$ cat src/rtl/fire_blur_line_filter_defines.svh
// assertion macros shared by the fire blur line filter modules
`ifndef FIRE_BLUR_LINE_FILTER_DEFINES_SVH
`define FIRE_BLUR_LINE_FILTER_DEFINES_SVH

`ifndef NO_ASSERTIONS

// cond holds at an edge, prop must hold at the same edge
`define FBL_ASSERT_IMPLY(label, clk, rst_n, cond, prop) \
    label: assert property (@(posedge clk) disable iff (!rst_n) (cond) |-> (prop)) \
        else $error("fire blur line filter: implication check failed");

// cond holds at an edge, prop must hold at the next edge
`define FBL_ASSERT_NEXT(label, clk, rst_n, cond, prop) \
    label: assert property (@(posedge clk) disable iff (!rst_n) (cond) |=> (prop)) \
        else $error("fire blur line filter: next-cycle check failed");

`else

`define FBL_ASSERT_IMPLY(label, clk, rst_n, cond, prop)
`define FBL_ASSERT_NEXT(label, clk, rst_n, cond, prop)

`endif

`endif

$ cat src/rtl/fbl_pkg.sv
// shared constants and types of the fire blur line filter
package fbl_pkg;

    localparam int MAX_WIDTH  = 2048;
    localparam int MAX_HEIGHT = 2048;
    localparam int MIN_WIDTH  = 4;
    localparam int MIN_HEIGHT = 2;

    localparam int PIX_W     = 8;
    localparam int CFG_W     = 12;
    localparam int COL_W     = $clog2(MAX_WIDTH);
    localparam int ROW_W     = $clog2(MAX_HEIGHT);
    localparam int CFG_IDX_W = 1;
    localparam int SUM_W     = PIX_W + 2;

    localparam int WIDTH_RESET  = 640;
    localparam int HEIGHT_RESET = 480;

    localparam logic [CFG_IDX_W-1:0] REG_FRAME_WIDTH  = 1'b0;
    localparam logic [CFG_IDX_W-1:0] REG_FRAME_HEIGHT = 1'b1;

    // result queue
    localparam int BURST_MAX   = 3;
    localparam int PUSH_N_W    = $clog2(BURST_MAX + 1);
    localparam int QUEUE_DEPTH = 16;
    localparam int Q_IDX_W     = $clog2(QUEUE_DEPTH);
    localparam int Q_CNT_W     = $clog2(QUEUE_DEPTH + 1);

    typedef struct packed {
        logic [PIX_W-1:0] pixel;
        logic [COL_W-1:0] column;
        logic [ROW_W-1:0] row;
        logic             last;
        logic             eof;
    } result_t;

    // words produced by one item, in output order from index 0
    typedef struct packed {
        logic [PUSH_N_W-1:0]        count;
        result_t [BURST_MAX-1:0]    word;
    } push_t;

endpackage

$ cat src/rtl/fbl_result_queue.sv
// result queue taking up to three words a cycle and delivering one while out_stall is low
`include "fire_blur_line_filter_defines.svh"

module fbl_result_queue (
    input  logic                        clk,
    input  logic                        rst_n,
    input  fbl_pkg::push_t              push,
    output logic [fbl_pkg::Q_CNT_W-1:0] count,
    output logic                        out_valid,
    input  logic                        out_stall,
    output logic [fbl_pkg::PIX_W-1:0]   pixel_out,
    output logic [fbl_pkg::COL_W-1:0]   out_column,
    output logic [fbl_pkg::ROW_W-1:0]   out_row,
    output logic                        last_of_burst,
    output logic                        end_of_frame
);
    import fbl_pkg::*;

    result_t             slot_reg [QUEUE_DEPTH];
    logic [Q_IDX_W-1:0]  wr_ptr_reg, wr_ptr_next;
    logic [Q_IDX_W-1:0]  rd_ptr_reg, rd_ptr_next;
    logic [Q_CNT_W-1:0]  count_reg, count_next;
    logic                pop;
    result_t             head;

    assign out_valid = (count_reg != '0);
    assign pop       = out_valid && !out_stall;
    assign count     = count_reg;

    assign wr_ptr_next = wr_ptr_reg + Q_IDX_W'(push.count);
    assign rd_ptr_next = rd_ptr_reg + Q_IDX_W'(pop);
    assign count_next  = count_reg + Q_CNT_W'(push.count) - Q_CNT_W'(pop);

    always_ff @(posedge clk or negedge rst_n)
    begin
        if (!rst_n)
        begin
            wr_ptr_reg <= '0;
            rd_ptr_reg <= '0;
            count_reg  <= '0;
        end
        else
        begin
            wr_ptr_reg <= wr_ptr_next;
            rd_ptr_reg <= rd_ptr_next;
            count_reg  <= count_next;
        end
    end

    always_ff @(posedge clk)
    begin
        for (int k = 0; k < BURST_MAX; k++)
        begin
            if (k < int'(push.count))
                slot_reg[wr_ptr_reg + Q_IDX_W'(k)] <= push.word[k];
        end
    end

    assign head          = slot_reg[rd_ptr_reg];
    assign pixel_out     = head.pixel;
    assign out_column    = head.column;
    assign out_row       = head.row;
    assign last_of_burst = head.last;
    assign end_of_frame  = head.eof;

    `FBL_ASSERT_IMPLY(a_no_overflow, clk, rst_n, 1'b1, count_next <= Q_CNT_W'(QUEUE_DEPTH))
    `FBL_ASSERT_NEXT(a_pop_lowers, clk, rst_n, pop && ~|push.count, count_reg < $past(count_reg))

endmodule

$ cat config.mk
export PLATFORM = sky130hd
export DESIGN_NAME = fbl_result_queue
export DESIGN_NICKNAME = d
export VERILOG_FILES = /design/src/rtl/fbl_pkg.sv /design/src/rtl/fbl_result_queue.sv
export VERILOG_INCLUDE_DIRS = /design/src /design/src/rtl
export SDC_FILE = /design/constraint.sdc
export NUM_CORES = 1
export LEC_CHECK = 0
export ABC_AREA = 0
export BUFFER_PORTS_ARGS = -buffer_cell sky130_fd_sc_hd__buf_2
export CAP_MARGIN = 20
export CORE_MARGIN = 3
export CORE_UTILIZATION = 40
export CTS_CLUSTER_SIZE = 28
export DETAILED_ROUTE_END_ITERATION = 8
export GPL_ROUTABILITY_DRIVEN = 0
export PLACE_DENSITY = 0.66
export REMOVE_ABC_BUFFERS = 1
export SLEW_MARGIN = 20
export SYNTH_ARGS = -nofsm -noshare
export SYNTH_HDL_FRONTEND = slang
export SYNTH_SLANG_ARGS = --single-unit
$ cat constraint.sdc
create_clock -name clk -period 6.76 [get_ports clk]
set_input_delay 1.014 -clock clk [delete_from_list [all_inputs] [get_ports clk]]
set_output_delay 1.014 -clock clk [all_outputs]
set_load 0.005 [all_outputs]
# Word level (Yosys, flattened, before mapping)
# Memories as Yosys holds them, arrays and structs flattened.
# Index checks and enable logic that the tools add are counted.
[word_totals]
inputBits = 101
reg_bits = 13
memories = 1
word_cells = 22
output_inout_bits = 38
ramBits = 512
[mem_list]
columns = ["name", "words", "word_bits", "read_ports", "rd_ports_with_merged_regs", "write_ports", "line", "rtl"]
rows = [
  ["slot_reg", 16, 32, 1, 0, 3, "fbl_result_queue.sv:19", "result_t slot_reg [QUEUE_DEPTH];"],
]
[classes]
reduce_logical = 3
muxes = 6
addsub = 6
order_cmp = 3
[op_table]
columns = ["cell", "n"]
rows = [
  ["$mux 1", 6],
  ["$add 5x2->5", 1],
  ["$reduce_bool 5->1", 1],
  ["$sub 5x1->5", 1],
  ["$add 4x1->4", 1],
  ["$add 4x1->4 const B", 1],
  ["$add 4x2->4", 1],
  ["$add 4x2->4 const B", 1],
  ["$lt 1x2->1 const A", 2],
  ["$lt 2x2->1 const A", 1],
  ["$logic_and 1x1->1", 1],
  ["$logic_not 1->1", 1],
]

# Depth between registers and ports, before layout
[depth]
depth_word = 3
mapped_depth = 12

# Least setup slack after synthesis
# No wires, ideal clock.
[synth_timing]
path_kind = "input port to flip-flop"
startpoint = "input push[97] (netlist bit)"
endpoint = "memory slot_reg[13][0] (netlist bit), enable pin"
t_required_ns = 6.294
arrival_time_ns = 4.179
setup_slack_ns = 2.115
path_stages = 5
path_cell_list = "clkbuf_1 -> buf_2 -> buf_1 -> o21ai_0 -> o21ai_0"
[synth_lines]
columns = ["element", "line", "rtl"]
rows = [
  ["from (decl)", "fbl_result_queue.sv:7", "input fbl_pkg::push_t push,"],
  ["to (decl)", "fbl_result_queue.sv:19", ""],
]

# Worst setup path in the final report
[layout_timing]
startpoint = "register rd_ptr_reg[1]"
endpoint = "output pixel_out[7] (netlist bit)"
[layout_via]
elab_chain_cells = 1
[layout_rtl]
columns = ["element", "line", "rtl"]
rows = [
  ["from (decl)", "fbl_result_queue.sv:21", "logic [Q_IDX_W-1:0] rd_ptr_reg, rd_ptr_next;"],
  ["from (signal assigned)", "fbl_result_queue.sv:45", "rd_ptr_reg <= rd_ptr_next;"],
  ["$mem_v2 16x32", "--", ""],
  ["to (decl)", "fbl_result_queue.sv:11", "output logic [fbl_pkg::PIX_W-1:0] pixel_out,"],
]
# Every way passes these cells.

==> results by stage <==
Run status:
- The flow ran to the end, and the final reports show no timing, DRC or antenna violations.

Cells and area:
- The library cells used most frequently in the layout, excluding fill and tap cells, are edfxtp_1 (512), nor2_1 (327), nand2_1 (326).
- The register with the most flip-flops in the layout has approximately 510 of them.
- The final-stage net count is between 2000 and 3000.
- The final non-filler cell area is 34380 um^2.
- From synthesis to final layout, the design area changed by 10.28%.
- Leaving out fill and tap cells, the most frequent cell in the layout is edfxtp_1.
- The share of cells above drive strength 1 is 0.1652.

Placement:
- The post-detailed-placement half-perimeter wirelength is 64500 um.
- During placement, the flow inserted port buffers numbering 138.
- The post-placement worst setup slack is 2.300 ns.
- The placed cell area is 32410 um^2.

Yosys:
- The area share of the largest cell type after synthesis is 0.4932.
- The post-synth design cell area is roughly 31000 um^2.
- Summed over all instances, the cell type with the most area after synthesis is edfxtp_1.
- After synthesis, the cell types taking the most area are edfxtp_1 (49%), mux4_2 (9.2%), a22oi_1 (7.7%), a21oi_1 (4.2%), mux2i_1 (4.1%).
- After synthesis, the largest family of logic cells by area is compound AO/OA/AOI/OAI gates.
- The proportion of synthesized flip-flops having asynchronous set or reset is 0.02476.
- The complex-gate fraction of the synthesized area was 0.2002.
- The post-synthesis cell type count is 38.
- Synthesis produced 2957 cells.
- The dominant register cell in the synthesized netlist is edfxtp_1.
- Measured against the total synthesized area, the mux share comes to 0.1336.
- The count of flip-flops with a built-in enable after synthesis is 512.
- The parity-gate share of the synthesized area counting xor and xnor cells is 0.003371.
- During synthesis, Yosys emitted a total of 0 warnings.
- The share of the Yosys chip area taken by registers is 0.5036.
- The register bit count reported by yosys is 525.
- The adder and majority gate portion of the synthesized area is 0.006100.
- Averaged over all synthesized cells, the footprint is 10.54 um^2.
- The simple-gate portion of the synthesized area is 0.09760.

Die:
- The floorplan step defined a die boundary enclosing 81330 um^2.
- In this run the vertical extent of the chip is ~290 um.
- The initial utilization of the core area, before any placement, comes to 0.4071.
- The core area is 76580 um^2.
- The initialized floorplan defines 101 standard-cell rows.
- The number of top-level design ports is approximately 140.
- The die is 285.2 um wide.

Clock tree:
- Buffers inserted during clock tree synthesis total 56.
- The clock passes through at most 3 buffers.
- The number of hold buffers added after cts is 0.
- Counting every sink on the clock net gives about 530.
- In this run the post-CTS setup repair buffer count came out at 0.
- The clock root buffer is clkbuf_16.
- After clock tree synthesis, the repair step resized 0 gates.
- The worst-skew pair later-pin latency is 0.63 ns.
- The number of H-tree branching levels is 2.
- The TritonCTS clock tree is done.
- Clock-pin slew was measured on the worst setup and hold paths at 0.06 ns.

Timing:
- Headroom to the max-slew limit came out at 0.2219.
- For this run, the top clock speed supported by timing is 219.7 MHz.
- The portion of the clock cycle consumed by the worst path in the final layout is 0.6734.
- Setup violations remaining at the end of the flow were counted as 0.
- The final number of max-transition violations is 0.
- For the pin with the worst max-slew slack, the measured transition is between 1 and 1.5 ns.
- After layout, the minimum clock period comes to 4.552 ns.
- On the final layout, the worst clock skew is 0.02674 ns.
- Setup repair after global routing left no endpoint under its margin.
- Setup slack closes at 2.208 ns.
- The number of failing hold endpoints at the final stage is 0.

Routing:
- In the final routed layout, each cell accounts on average for 29.47 um.
- After detailed routing, the number of vias per cell comes to between 6 and 7.
- After detailed routing, the number of remaining DRC violations is 0.
- The final layout contains routed wiring with a total length of 114800 um.
- For this run, the detailed router's first-pass iteration total came to 7.
- The routed layout has about 26000 vias.
- The count of nets left with antenna violations once routing finished came out at 0.
- The number of DRC violations after detailed-routing iteration 0 is 4318.

Worst setup path:
- The register-to-register setup slack is 2.35 ns.
- The peak fanout along the critical path is 59.
- Data on the critical path is required at its endpoint by 5.75 ns.
- The critical register-to-register path startpoint is wr_ptr_reg[2].
- The worst setup path is captured at an output pin.
- The destination of the worst register-to-register timing path is slot_reg[13][27].
- The critical path capture point is pixel_out[7].
- Data arrives at the worst endpoint at 3.54 ns.
- The origin of the worst setup path is rd_ptr_reg[1].
- By startpoint and endpoint, the worst setup path is classified as reg2out.
- Counting cells, the worst reg-to-reg path comes to 5.
- The startpoint class of the critical path is a flop.

Global route:
- In the global route stage, overall resource usage came out at 0.2720.
- The global-route wire length before repair is 165000 um.
- For this run the aggregate overflow at the end of global routing stands at 0.
- Entering global routing, the biggest net connects slightly above 80 pins.
- The via count of the first global-routing pass is about 24000.
- The initial antenna violation count is 12.

Power:
- The sum of internal, switching and leakage power is 15.75 mW.
- In this run the static leakage power is 11.43 nW.
- Across the VDD grid, the largest voltage drop is 0.4108 mV.
- Power spread over the standard cell area amounts to 458.2 nW/um^2.

Min path:
- The worst min-delay path category is in2async.

Job:
- The max-capacitance violation count is 0.
-- layer usage --
| layer | wire length [um] | track usage |
|---|---|---|
| met3 | 15170 | 0.06835 |
| met1 | 43110 | 0.3705 |
| met2 | 50560 | 0.4127 |
| met5 | 58 | 0 |
| met4 | 5861 | 0.1175 |
-- metrics by stage --
stage                     std cells  hold WS (ns)  TNS, ns    util
after floorplan                2556        0.4929   -27.63       -
after CTS                      3886        0.2789        0  0.4478
after detailed placement       3783        0.6100        0  0.4232
final                          3894        0.2957        0  0.4490
after global placement         3779        0.6108        0  0.4219
after global routing           3891        0.3045        0  0.4489
-- cell type report --
class / count / area, um^2
fill: 7036 / 42200
sequential: 525 / 15710
multi-input combinational: 2017 / 14160
clock buffer: 67 / 1443
tap: 1030 / 1289
timing repair buffer: 199 / 1267
clock inverter: 36 / 447.9
inverter: 14 / 52.55
antenna: 6 / 15.01
-- worst min path at each step --
stage,from,end
global placement,count[4],count[4]
floorplan,rd_ptr_reg[3],rd_ptr_reg[3]
CTS,rst_n,count[0]
finish,rst_n,count[4]
detailed placement,count[4],count[4]
global route,rst_n,count[4]
-- critical path, cell delays in order (launching register included) --
cell	delay, ns
dfrtp_4	1.13
buf_4	0.66
mux4_2	0.43
a22oi_1	0.36
nand2_1	0.11
buf_2	0.15
-- cell usage after synthesis, types with 14 or more instances --
library cell and number:
mux4_2 128, a22oi_1 320, nand2_1 328, clkbuf_1 206, o21ai_0 205, a21oi_1 260, inv_1 14, mux2i_1 128
buf_2 92, edfxtp_1 512, a2bb2oi_1 132, nor2_1 330, nand3_1 49, buf_1 90, o21ai_1 57
-- power breakdown --
part / switching [mW] / internal (mW) / total, mW
sequential: 0.467 / 4.80 / 5.26
clock: 1.37 / 1.90 / 3.27
combinational: 4.52 / 2.70 / 7.22
total: 6.36 / 9.39 / 15.8
-- cells by family (layout without fill, tap and decap cells) --
logic type | Yosys count | after routing
multiplexers | 256 | 256
other | 0 | 6
adder cells (fa/ha/maj) | 14 | 14
XOR/XNOR | 12 | 12
flip-flops | 525 | 525
AND/OR/NAND/NOR | 752 | 752
buffers and inverters | 415 | 316
AO/OA/AOI/OAI | 983 | 983
No activity file was read; power rests on OpenSTA's default activity.
